`config.mk`:
```
export PLATFORM = sky130hd
export DESIGN_NAME = modular_exponentiation
export DESIGN_NICKNAME = d
export VERILOG_FILES = /design/src/sv/modexp_pkg.sv /design/src/sv/modexp_mulmod.sv /design/src/sv/modular_exponentiation.sv
export SDC_FILE = /design/constraint.sdc
export NUM_CORES = 1
export LEC_CHECK = 0
export BUFFER_PORTS_ARGS = -buffer_cell sky130_fd_sc_hd__buf_2
export CAP_MARGIN = 25
export CORE_ASPECT_RATIO = 2
export CORE_UTILIZATION = 30
export CTS_BUF_LIST = sky130_fd_sc_hd__clkbuf_4 sky130_fd_sc_hd__clkbuf_8
export DETAILED_ROUTE_END_ITERATION = 10
export SYNTH_ARGS = -nofsm -noshare
export SYNTH_HDL_FRONTEND = slang
export SYNTH_HIERARCHICAL = 1
export SYNTH_SLANG_ARGS = --single-unit
```
`constraint.sdc`:
```
create_clock -name i_clk -period 5.9 [get_ports i_clk]
set_clock_uncertainty 0.1 [all_clocks]
set_input_delay 0.885 -clock i_clk [delete_from_list [all_inputs] [get_ports i_clk]]
set_output_delay 0.885 -clock i_clk [all_outputs]
set_load 0.01 [all_outputs]
```
`src/sv/modexp_pkg.sv`:
```
// Shared types and constants for the modular exponentiation block.
// Used by modexp_mulmod and modular_exponentiation; no dependencies.
package modexp_pkg;

    localparam int unsigned DATA_W     = 32;
    localparam int unsigned CFG_ADDR_W = 1;

    localparam logic [CFG_ADDR_W-1:0] REG_MODULUS  = 1'b0;
    localparam logic [CFG_ADDR_W-1:0] REG_EXPONENT = 1'b1;

    typedef struct packed {
        logic start;
    } t_mul_ctrl;

    typedef struct packed {
        logic busy;
        logic done;
    } t_mul_stat;

endpackage

```
`src/sv/modexp_mulmod.sv`:
```
// Bit-serial modular multiplier: x * y mod m, one double or add step per cycle.
// Depends on modexp_pkg for the control and status structs.
module modexp_mulmod #(
    parameter int unsigned WIDTH = 32
) (
    input  logic                  i_clk,
    input  logic                  i_rst_n,
    input  modexp_pkg::t_mul_ctrl i_ctrl,
    input  logic [WIDTH-1:0]      i_x,
    input  logic [WIDTH-1:0]      i_y,
    input  logic [WIDTH-1:0]      i_m,
    output modexp_pkg::t_mul_stat o_stat,
    output logic [WIDTH-1:0]      o_result
);

    localparam int unsigned CW = $clog2(WIDTH);

    logic [WIDTH-1:0] r_r;
    logic [WIDTH-1:0] r_x;
    logic [WIDTH-1:0] r_y;
    logic [WIDTH-1:0] r_m;
    logic [CW-1:0]    r_cnt;
    logic             r_phase;
    logic             r_busy;
    logic             r_done;

    logic [WIDTH:0] w_dbl;
    logic [WIDTH:0] w_sum;
    logic [WIDTH:0] w_sel;
    logic [WIDTH:0] w_red;

    assign w_dbl = {r_r, 1'b0};
    assign w_sum = {1'b0, r_r} + {1'b0, r_x};
    assign w_sel = r_phase ? w_sum : w_dbl;
    assign w_red = (w_sel >= {1'b0, r_m}) ? (w_sel - {1'b0, r_m}) : w_sel;

    always_ff @(posedge i_clk) begin
        if (!i_rst_n) begin
            r_busy  <= 1'b0;
            r_done  <= 1'b0;
            r_phase <= 1'b0;
            r_cnt   <= '0;
        end else begin
            r_done <= 1'b0;
            if (i_ctrl.start) begin
                r_x     <= i_x;
                r_y     <= i_y;
                r_m     <= i_m;
                r_r     <= '0;
                r_cnt   <= CW'(WIDTH - 1);
                r_phase <= 1'b0;
                r_busy  <= 1'b1;
            end else if (r_busy) begin
                if (!r_phase) begin
                    r_r     <= w_red[WIDTH-1:0];
                    r_phase <= 1'b1;
                end else begin
                    if (r_y[WIDTH-1]) begin
                        r_r <= w_red[WIDTH-1:0];
                    end
                    r_y     <= {r_y[WIDTH-2:0], 1'b0};
                    r_phase <= 1'b0;
                    if (r_cnt == '0) begin
                        r_busy <= 1'b0;
                        r_done <= 1'b1;
                    end else begin
                        r_cnt <= r_cnt - 1'b1;
                    end
                end
            end
        end
    end

    assign o_stat.busy = r_busy;
    assign o_stat.done = r_done;
    assign o_result    = r_r;

    a_partial_reduced: assert property (@(posedge i_clk) disable iff (!i_rst_n)
        r_busy |-> (r_r < r_m))
        else $error("partial product not reduced");

    a_start_idle: assert property (@(posedge i_clk) disable iff (!i_rst_n)
        i_ctrl.start |-> !r_busy)
        else $error("start while busy");

    a_done_idle: assert property (@(posedge i_clk) disable iff (!i_rst_n)
        r_done |-> (!r_busy && (r_r < r_m)))
        else $error("done with busy unit or unreduced result");

endmodule

```
`src/sv/modular_exponentiation.sv`:
```
// Modular exponentiation, left-to-right square-and-multiply over a shared serial multiplier.
// Each exponent bit takes one squaring, plus one multiply by the base when the bit is set;
// a zero modulus skips both steps and gives zero.
// Handshake: one beat at a time; the next beat is accepted in the cycle after the result is registered.
// Reset: synchronous active low; clears control, sets modulus to 1 and exponent to 0.
// Depends on modexp_pkg and modexp_mulmod.
module modular_exponentiation #(
    parameter int unsigned WIDTH    = 32,
    parameter int unsigned EXP_BITS = 32
) (
    input  logic                              i_clk,
    input  logic                              i_rst_n,
    input  logic                              i_cfg_we,
    input  logic [modexp_pkg::CFG_ADDR_W-1:0] i_cfg_addr,
    input  logic [modexp_pkg::DATA_W-1:0]     i_cfg_wdata,
    input  logic                              s_axis_tvalid,
    output logic                              s_axis_tready,
    input  logic [modexp_pkg::DATA_W-1:0]     s_axis_tdata,  // [31:0] base
    output logic                              m_axis_tvalid,
    input  logic                              m_axis_tready,
    output logic [modexp_pkg::DATA_W-1:0]     m_axis_tdata   // [31:0] power
);

    localparam int unsigned KW = (EXP_BITS > 1) ? $clog2(EXP_BITS) : 1;

    typedef enum logic [1:0] {
        ST_IDLE,
        ST_SQR,
        ST_MUL,
        ST_HOLD
    } t_state;

    t_state                r_state;
    logic [WIDTH-1:0]      r_mod;
    logic [EXP_BITS-1:0]   r_exp;
    logic [WIDTH-1:0]      r_b;
    logic [EXP_BITS-1:0]   r_e;
    logic [KW-1:0]         r_k;
    logic [WIDTH-1:0]      r_acc;
    logic                  r_start;
    logic                  r_out_valid;
    logic [WIDTH-1:0]      r_out_data;

    modexp_pkg::t_mul_ctrl w_ctrl;
    modexp_pkg::t_mul_stat w_stat;
    logic [WIDTH-1:0]      w_y;
    logic [WIDTH-1:0]      w_prod;
    logic                  w_accept;

    assign w_accept      = s_axis_tvalid && s_axis_tready;
    assign s_axis_tready = (r_state == ST_IDLE);
    assign w_ctrl.start  = r_start;
    assign w_y           = (r_state == ST_MUL) ? r_b : r_acc;

    modexp_mulmod #(
        .WIDTH(WIDTH)
    ) u_mulmod (
        .i_clk   (i_clk),
        .i_rst_n (i_rst_n),
        .i_ctrl  (w_ctrl),
        .i_x     (r_acc),
        .i_y     (w_y),
        .i_m     (r_mod),
        .o_stat  (w_stat),
        .o_result(w_prod)
    );

    always_ff @(posedge i_clk) begin
        if (!i_rst_n) begin
            r_mod <= WIDTH'(1);
            r_exp <= '0;
        end else if (i_cfg_we) begin
            if (i_cfg_addr == modexp_pkg::REG_MODULUS) begin
                r_mod <= i_cfg_wdata[WIDTH-1:0];
            end else if (i_cfg_addr == modexp_pkg::REG_EXPONENT) begin
                r_exp <= i_cfg_wdata[EXP_BITS-1:0];
            end
        end
    end

    always_ff @(posedge i_clk) begin
        if (!i_rst_n) begin
            r_state     <= ST_IDLE;
            r_start     <= 1'b0;
            r_out_valid <= 1'b0;
            r_k         <= '0;
        end else begin
            r_start <= 1'b0;
            if (m_axis_tready) begin
                r_out_valid <= 1'b0;
            end
            unique case (r_state)
                ST_IDLE: begin
                    if (w_accept) begin
                        r_b <= s_axis_tdata[WIDTH-1:0];
                        r_e <= r_exp;
                        r_k <= KW'(EXP_BITS - 1);
                        if (r_mod == '0) begin
                            r_acc   <= '0;
                            r_state <= ST_HOLD;
                        end else begin
                            r_acc   <= (r_mod == WIDTH'(1)) ? '0 : WIDTH'(1);
                            r_start <= 1'b1;
                            r_state <= ST_SQR;
                        end
                    end
                end
                ST_SQR: begin
                    if (w_stat.done) begin
                        r_acc <= w_prod;
                        if (r_e[EXP_BITS-1]) begin
                            r_start <= 1'b1;
                            r_state <= ST_MUL;
                        end else begin
                            r_e <= r_e << 1;
                            if (r_k == '0) begin
                                r_state <= ST_HOLD;
                            end else begin
                                r_k     <= r_k - 1'b1;
                                r_start <= 1'b1;
                            end
                        end
                    end
                end
                ST_MUL: begin
                    if (w_stat.done) begin
                        r_acc <= w_prod;
                        r_e   <= r_e << 1;
                        if (r_k == '0) begin
                            r_state <= ST_HOLD;
                        end else begin
                            r_k     <= r_k - 1'b1;
                            r_start <= 1'b1;
                            r_state <= ST_SQR;
                        end
                    end
                end
                ST_HOLD: begin
                    if (!r_out_valid || m_axis_tready) begin
                        r_out_data  <= r_acc;
                        r_out_valid <= 1'b1;
                        r_state     <= ST_IDLE;
                    end
                end
                default: begin
                    r_state <= ST_IDLE;
                end
            endcase
        end
    end

    assign m_axis_tvalid = r_out_valid;
    assign m_axis_tdata  = modexp_pkg::DATA_W'(r_out_data);

    a_acc_reduced: assert property (@(posedge i_clk) disable iff (!i_rst_n)
        ((r_state != ST_IDLE) && (r_mod != '0)) |-> (r_acc < r_mod))
        else $error("accumulator not below modulus");

    a_start_free: assert property (@(posedge i_clk) disable iff (!i_rst_n)
        r_start |-> (!w_stat.busy && ((r_state == ST_SQR) || (r_state == ST_MUL))))
        else $error("multiplier started while busy or outside a step");

    a_done_step: assert property (@(posedge i_clk) disable iff (!i_rst_n)
        w_stat.done |-> ((r_state == ST_SQR) || (r_state == ST_MUL)))
        else $error("multiplier done outside a step");

    a_accept_busy: assert property (@(posedge i_clk) disable iff (!i_rst_n)
        w_accept |=> !s_axis_tready)
        else $error("ready right after accepting a beat");

endmodule
```
# [After elaboration in Yosys (flattened, before gate mapping)]
# Cells that the tools add are included.
[totals] register_bits=337 inputBits=70 output_inout_bits=34
[classes] reduce_logical=27 order_cmp=1 n_eq_ne=13 bitwise=4 n_addsub=4 muxes=54
[ops] operator="two-way mux 32 bit" n=14
[ops] operator="one-hot mux 32 bit (3 select lines)" n=1
[ops] operator="one-hot mux 32 bit (2 select lines)" n=1
[ops] operator="two-way mux 5 bit" n=9
[ops] operator="adder 32 x 32 -> 33 bit" n=1
[ops] operator="greater-or-equal comparator 33 x 32 -> 1 bit" n=1
[ops] operator="two-way mux 33 bit" n=1
[ops] operator="equality test 32 x 1 -> 1 bit, second input constant" n=1
[ops] operator="zero test 32 bit" n=1
[ops] operator="subtractor 32 bit" n=1
[ops] operator="two-way mux 1 bit" n=17
[ops] operator="two-way mux 2 bit" n=8
[ops] operator="one-hot mux 5 bit (3 select lines)" n=1
[ops] operator="AND reduction 3 bit" n=5
[ops] operator="AND reduction 5 bit" n=3
[ops] operator="zero test 5 bit" n=2
[ops] operator="subtractor 5 x 1 -> 5 bit, second input constant" n=2
[ops] operator="!= test 2 x 1 -> 1 bit, second input constant" n=4
[ops] operator="one-hot mux 2 bit (4 select lines)" n=1
[ops] operator="!= test 2 bit, second input constant" n=3
[ops] operator="AND reduction 2 bit" n=3
[ops] operator="AND reduction 6 bit" n=1
[ops] operator="nonzero test 2 bit" n=3
[ops] operator="equality test 2 bit, second input constant" n=2
[ops] operator="13 further kinds" n=17

# [Longest topological paths before layout]
# Gate-level depths: netlist of the first run.
[depth] ltp_word=7 mapped_depth=22

# [Hierarchy]
# The synthesis of the first run kept the hierarchy.
[modules_own_cells] mod="modexp_mulmod" cells_per_inst=780 instances=1 seq_area_each_um2=4003.8 area_each_um2=8737.1
[modules_own_cells] mod="modular_exponentiation" cells_per_inst=676 instances=1 seq_area_each_um2=5305.1 area_each_um2=7795.0

# [Worst setup path after synthesis of the first run]
# OpenSTA, ideal clock, no wires.
[synth_timing] kind="flip-flop to flip-flop" start="register u_mulmod.r_r[0], in the netlist u_mulmod/o_result[0]" end="register u_mulmod.r_r[10], in the netlist u_mulmod/o_result[10] (data pin)" path_stages_with_launch=22 period_less_slack_ns=5.233 arrival_time_ns=4.867 slack_ns=0.667 cell_sequence="edfxtp_1 > ha_1 > fa_1 > a211oi_1 > o21a_1 > o211ai_2 > o21a_2 > a31o_2 > a211oi_1 > a21oi_1 > xnor2_1 > and2_1 > nor2_1 > ha_1 > a21o_1 > a221o_1 > a211o_2 > o41ai_2 > o21ai_2 > buf_8 > mux2i_1 > nor2_1"
[synth_between] elab_chain_len=7 word_cells_on_any_way=8
[synth_rtl] element="start: declaration" line_no="modexp_mulmod.sv:18" text="logic [WIDTH-1:0] r_r;"
[synth_rtl] element="start signal: assignment" line_no="modexp_mulmod.sv:55" text="r_r <= w_red[WIDTH-1:0];"
[synth_rtl] element="start signal: assignment" line_no="modexp_mulmod.sv:59" text="r_r <= w_red[WIDTH-1:0];"
[synth_rtl] element="adder 32 x 32 -> 33 bit" line_no="modexp_mulmod.sv:33" text="assign w_sum = {1'b0, r_r} + {1'b0, r_x};"
[synth_rtl] element="two-way mux 33 bit *" line_no="modexp_mulmod.sv:34" text="assign w_sel = r_phase ? w_sum : w_dbl;"
[synth_rtl] element="subtractor 32 bit / greater-or-equal comparator 33 x 32 -> 1 bit (equally long branches)" line_no="modexp_mulmod.sv:35" text="assign w_red = (w_sel >= {1'b0, r_m}) ? (w_sel - {1'b0, r_m}) : w_sel;"
[synth_rtl] element="two-way mux 32 bit *" line_no="modexp_mulmod.sv:35"
[synth_rtl] element="two-way mux 32 bit" line_no="modexp_mulmod.sv:58" text="if (r_y[WIDTH-1]) begin"
[synth_rtl] element="two-way mux 32 bit *" line_no="modexp_mulmod.sv:54" text="if (!r_phase) begin"
[synth_rtl] element="two-way mux 32 bit *" line_no="modexp_mulmod.sv:53" text="end else if (r_busy) begin"
# Mark *: on every way between the ends. The rest lies on a longest branch, timed or not. The select of a mux whose other input is x is not followed.
# A chain may end at the register's enable or synchronous reset.

# [Worst setup path in the final report of the first run]
[layout_timing] start="register u_mulmod.r_r[0], in the netlist u_mulmod/o_result[0]" end="register u_mulmod.r_r[9], in the netlist u_mulmod/o_result[9] (data pin)"
# The elaborated chain is that of the path after synthesis.

==> run summary, run 1 <==
Result of the run = finished clean
Buffer type at the clock tree root = sky130_fd_sc_hd__clkbuf_8
Cell area after synthesis = 16,500 um2
Routed wire length on met3 = 1320 um
Area of the core = 54,400 um2
Number of clock sinks = 337
Die Span X = 168 um
Layout Area Growth over Synthesis = 16.4%
Final Non-Filler Cells = 2,309
Count of pins over their slew limit = 0
Post-Place Worst Slack = 0.0849 ns
Core occupancy in the finished layout = 0.354
Worst Slack Setup Final = 0.174 ns
Final std cell area, no fill = 19,200 um2
Warning count from the yosys run = 6
Slew HR = 0.373
Count of endpoints failing setup in the final report = 0
Clk slew on worst S/H paths = 0.06 ns
Sum Neg Setup Slack = 0 ns
Path type of the worst min-delay path = reg -> reg
Mean post-synth cell area = 11.4 um2
Worst-case clock buffer depth = 3
Remaining antenna violation count = 0
Flop-to-flop setup slack = 0.17 ns
Placement-stage cell area = 18,000 um2
Critical path launch point type = flip-flop
HPWL Detailed = 27,700 um
DIE HEIGHT = 334 um
Final critical-path share of the clock period = 0.970
Total power of the final layout = 8.29 mW
Number of buffers inserted by port buffering = 103
Instance count of the mapped netlist = 1,455
Most frequent cell on the critical path = sky130_fd_sc_hd__buf_4
Final hold violation count = 0
Number of antenna violations at the first check in global routing = 1
DRT Wirelength = 38,800 um
Global-route wire length before repair = 61,200 um
Critical path class = reg -> reg
DRT iter0 DRCs = 462
Hold WS = 0.320 ns
Data arrival, critical path = 5.95 ns
Starting utilization of the core area = 0.304
Setup crit end kind = flip-flop
Depth of the CTS H-tree = 2
I/O pin count = 104
Max-cap violation count = 0
Share of post-route cells with drive strength above 1 = 0.225
Number of hold buffers added after cts = 0
Clock period minus worst slack = 5.73 ns
Residual DRC count = 0
CTS tree = yes
Layout net count = 1,734
Average vias per placed instance = 4.84
Later-pin clock latency in the skew report = 0.63 ns
Number of global-route vias before repair = 11,600
Biggest cell delay along the critical path = 0.43 ns
Maximum ir drop on the vdd rail = 0.188 mV
Final routed wire length divided by cell count = 16.8 um
Metal1 wirelength = 15,000 um
LEAKAGE = 7.20 nW
Combined global-route utilization of all metal layers = 0.138
Gpl congestion = 0.884
Detailed-router iteration count before antenna repair = 5
Power per Cell Area = 431 nW/um2
Highest signal layer in the routed design = met4
Synthesized netlist net count = 1,600
Dpl cells = 2,201
Area of the die = 56,100 um2
Required time at the worst-slack endpoint = 6.13 ns
Cell Rows = 121
Transition time at the pin with the least slew margin = 0.940 ns
Slowest cell on the critical path = sky130_fd_sc_hd__a221oi_1
Achievable clock frequency = 175 MHz
Total met2 wirelength after detailed routing = 20,900 um
Largest net degree at the start of global routing = 66
GRT Residual Overflow = 0
Total CTS buffers = 52
Critical Path Fanout Max = 11
Via count = 11,200
## worst max-delay path, delay by kind of cell, from the launching register on
kind | cells | cell delay (ns)
AO/OA/AOI/OAI | 10 | 1.88
XOR/XNOR | 1 | 0.14
adder cells (fa/ha/maj) | 3 | 0.96
buffers and inverters | 5 | 0.88
flip-flops | 1 | 0.42
multiplexers | 1 | 0.29
AND/OR/NAND/NOR | 5 | 0.79
## layer usage
metal	vias to the layer above	track usage
li1	5523	-
met1	5315	0.145
met4	0	0.0668
met3	91	0.0217
met2	242	0.261
met5	-	0
## repair_timing
| item | in CTS | in global routing |
|---|---|---|
| setup buffers | 0 | 8 |
| gates resized for setup | 0 | 17 |
| setup endpoints to repair | 0 | 30 |
| endpoints found under the hold margin | 0 | 0 |
## cell type report
type | count | area [um2]
antenna | 1 | 2.50
clock buffer | 73 | 905
clock inverter | 24 | 156
fill | 5396 | 35100
inverter | 84 | 315
multi-input combinational | 975 | 6760
sequential | 337 | 9310
tap | 676 | 846
timing repair buffer | 139 | 941
## placed cells by master, fill, tap and decap left out, drive strengths merged, types with 14 or more instances in the layout
cell      n
a21oi   134
nor3     17
edfxtp  256
dfxtp    81
nor2     72
xor2     17
inv      85
and2     39
xnor2    44
mux2     86
o21ai    57
o21a     17
o21bai   14
ha       73
clkbuf   75
mux2i    21
a21o     30
clkinv   20
nand2   197
nand3    16
buf     137
## final timing paths
path,startpoint,endpoint,depth (start not counted)
worst max-delay path,u_mulmod/o_result[0],u_mulmod/o_result[9],25
worst min-delay path,r_mod[14],u_mulmod/r_m[14],0
worst max register to register,u_mulmod/o_result[0],u_mulmod/o_result[9],25
worst min register to register,r_mod[14],u_mulmod/r_m[14],0
## sequential cells by signal (all words and copies together), names as in the netlist
signal             flops
r_acc                 32
u_mulmod/r_cnt         5
r_exp                 32
r_state                2
u_mulmod/r_busy        1
u_mulmod/r_x          32
u_mulmod/r_m          32
u_mulmod/o_result     32
m_axis_tvalid          1
m_axis_tdata          32
u_mulmod/r_y          32
u_mulmod/r_done        1
r_k                    5
r_b                   32
r_e                   32
r_mod                 32
u_mulmod/r_phase       1
r_start                1
## report_power, final
group          total [mW]  internal [mW]  switching, mW  leakage (nW)
registers            3.32           3.11          0.202          3.04
logic                2.98           1.32           1.66          3.59
clock network        1.99           1.04          0.947         0.567
(Power assumes the default switching activity.)
==> inputs of run 2 (changes only) <==
--- a/config.mk
+++ b/config.mk
@@ -9,8 +9,9 @@
 export CAP_MARGIN = 25
 export CORE_ASPECT_RATIO = 2
 export CORE_UTILIZATION = 30
-export CTS_BUF_LIST = sky130_fd_sc_hd__clkbuf_4 sky130_fd_sc_hd__clkbuf_8
+export CTS_BUF_LIST = sky130_fd_sc_hd__clkbuf_16
 export DETAILED_ROUTE_END_ITERATION = 10
+export RECOVER_POWER = 25
 export SYNTH_ARGS = -nofsm -noshare
 export SYNTH_HDL_FRONTEND = slang
 export SYNTH_HIERARCHICAL = 1
==> run summary, run 2 (synthesis results as in run 1) <==
Slew HR = -0.200
Die Span X = 168 um
Layout net count = 1,716
Depth of the CTS H-tree = 2
Share of post-route cells with drive strength above 1 = 0.199
Residual DRC count = 0
Power per Cell Area = 437 nW/um2
Most common cell after layout, fill and taps aside = sky130_fd_sc_hd__edfxtp_1
I/O pin count = 104
Core occupancy in the finished layout = 0.354
Met3 global-route usage = 0.0178
Dpl cells = 2,201
Setup crit end kind = flip-flop
Cell Rows = 121
Clock period minus worst slack = 5.68 ns
DIE HEIGHT = 334 um
CTS tree = yes
Global-route wire length before repair = 60,500 um
Highest-count cells in the layout ignoring fill and taps = sky130_fd_sc_hd__edfxtp_1 (256), sky130_fd_sc_hd__nand2_1 (197), sky130_fd_sc_hd__a21oi_1 (131)
Max-cap violation count = 1
Number of clock sinks = 337
Gpl congestion = 0.884
Count of endpoints failing setup in the final report = 0
Layout Area Growth over Synthesis = 16.4%
GRT met1 Usage = 0.146
Buffer type at the clock tree root = sky130_fd_sc_hd__clkbuf_16
Final hold violation count = 0
Transition time at the pin with the least slew margin = 1.80 ns
Achievable clock frequency = 176 MHz
Via count = 11,000
Detailed-router iteration count before antenna repair = 4
Number of global-route vias before repair = 11,500
Remaining antenna violation count = 0
Clk slew on worst S/H paths = 0.06 ns
Area of the core = 54,400 um2
Total CTS buffers = 34
Largest net degree at the start of global routing = 66
Routing layer with the top usage in global route = met2
Average vias per placed instance = 4.85
Later-pin clock latency in the skew report = 0.55 ns
DRT Wirelength = 38,600 um
Final std cell area, no fill = 19,200 um2
LEAKAGE = 7.16 nW
Maximum ir drop on the vdd rail = 0.175 mV
Violated checks = capacitance limit, slew limit
Area of the die = 56,100 um2
Data arrival, critical path = 5.83 ns
Met2 capacity usage during global routing = 0.260
Critical Path Fanout Max = 7
GRT Residual Overflow = 0
HPWL Detailed = 27,700 um
Final routed wire length divided by cell count = 17.0 um
Final Non-Filler Cells = 2,272
DRT iter0 DRCs = 491
Antenna diode count = 0
Required time at the worst-slack endpoint = 6.05 ns
Result of the run = finished, violations left
Critical path class = reg -> reg
Worst-case clock buffer depth = 3
Placement-stage cell area = 18,000 um2
Starting utilization of the core area = 0.304
Final critical-path share of the clock period = 0.962
Critical path launch point type = flip-flop
Number of buffers inserted by port buffering = 103
Number of antenna violations at the first check in global routing = 0
Path type of the worst min-delay path = reg -> reg
Count of pins over their slew limit = 41
Combined global-route utilization of all metal layers = 0.136
-- run 2: changes by cell type in the layout (fill, tap and decap cells not counted), sizes merged --
cell | before | now
clkbuf | 75 | 41
clkinvlp | 2 | 3
clkinv | 20 | 12
inv | 85 | 94
diode | 1 | 0
buf | 137 | 133
-- run 2: worst max-delay path, cell delays in order (launching register included) --
cell and delay (ns):
sky130_fd_sc_hd__edfxtp_1 0.42, sky130_fd_sc_hd__ha_2 0.23, sky130_fd_sc_hd__fa_2 0.38, sky130_fd_sc_hd__a211oi_2 0.26
sky130_fd_sc_hd__o21a_1 0.22, sky130_fd_sc_hd__o211ai_4 0.11, sky130_fd_sc_hd__o21a_2 0.26, sky130_fd_sc_hd__a21o_1 0.20
sky130_fd_sc_hd__a21oi_2 0.14, sky130_fd_sc_hd__xnor2_1 0.07, sky130_fd_sc_hd__mux2_2 0.30, sky130_fd_sc_hd__ha_4 0.30
sky130_fd_sc_hd__nand3_1 0.08, sky130_fd_sc_hd__or2_1 0.27, sky130_fd_sc_hd__or4_4 0.59, sky130_fd_sc_hd__nor4_4 0.30
sky130_fd_sc_hd__a211o_2 0.15, sky130_fd_sc_hd__o21bai_1 0.12, sky130_fd_sc_hd__o41ai_2 0.11, sky130_fd_sc_hd__buf_4 0.15
sky130_fd_sc_hd__o21ai_4 0.15, sky130_fd_sc_hd__clkbuf_16 0.25, sky130_fd_sc_hd__mux2i_1 0.18, sky130_fd_sc_hd__nor2_1 0.05
-- run 2: worst paths after layout --
path	from	endpoint	slack (ns)	depth (start not counted)
min reg2reg	r_mod[14]	u_mulmod/r_m[14]	0.35	0
max reg2reg	u_mulmod/o_result[0]	u_mulmod/o_result[19]	0.22	23
min	r_mod[14]	u_mulmod/r_m[14]	0.35	0
max	u_mulmod/o_result[0]	u_mulmod/o_result[19]	0.22	23
-- run 2: routing by layer --
metal,part of all wire,vias up
met3,0.029,77
met5,0,-
met1,0.39,5247
met2,0.54,217
met4,0.040,0
li1,-,5467
-- run 2: cell type report --
| cell class | instances | area, um2 |
|---|---|---|
| multi-input combinational | 975 | 6760 |
| sequential | 337 | 9310 |
| clock inverter | 26 | 169 |
| timing repair buffer | 139 | 950 |
| tap | 676 | 846 |
| clock buffer | 35 | 876 |
| fill | 5376 | 35100 |
| inverter | 84 | 315 |
-- run 2: power breakdown --
group,leakage (nW),internal (mW),switching [mW]
clock network,0.533,1.13,0.930
logic,3.59,1.35,1.67
registers,3.04,3.11,0.202
total,7.16,5.60,2.81
-- run 2: repair_timing --
action,in CTS,in global routing
endpoints found under the hold margin,0,0
hold buffers,0,0
gates resized for setup,0,17
setup buffers,0,7
setup endpoints to repair,0,31
-- run 2: metrics by stage --
stage	setup WS [ns]	hold WS (ns)	power (mW)	setup TNS (ns)
floorplan	0.667	0.330	5.43	0
global placement	0.129	0.339	6.12	0
detailed placement	0.0849	0.346	6.21	0
CTS	0.0454	0.346	8.32	0
global route	-0.0242	0.362	8.89	-0.0587
finish	0.223	0.349	8.40	0
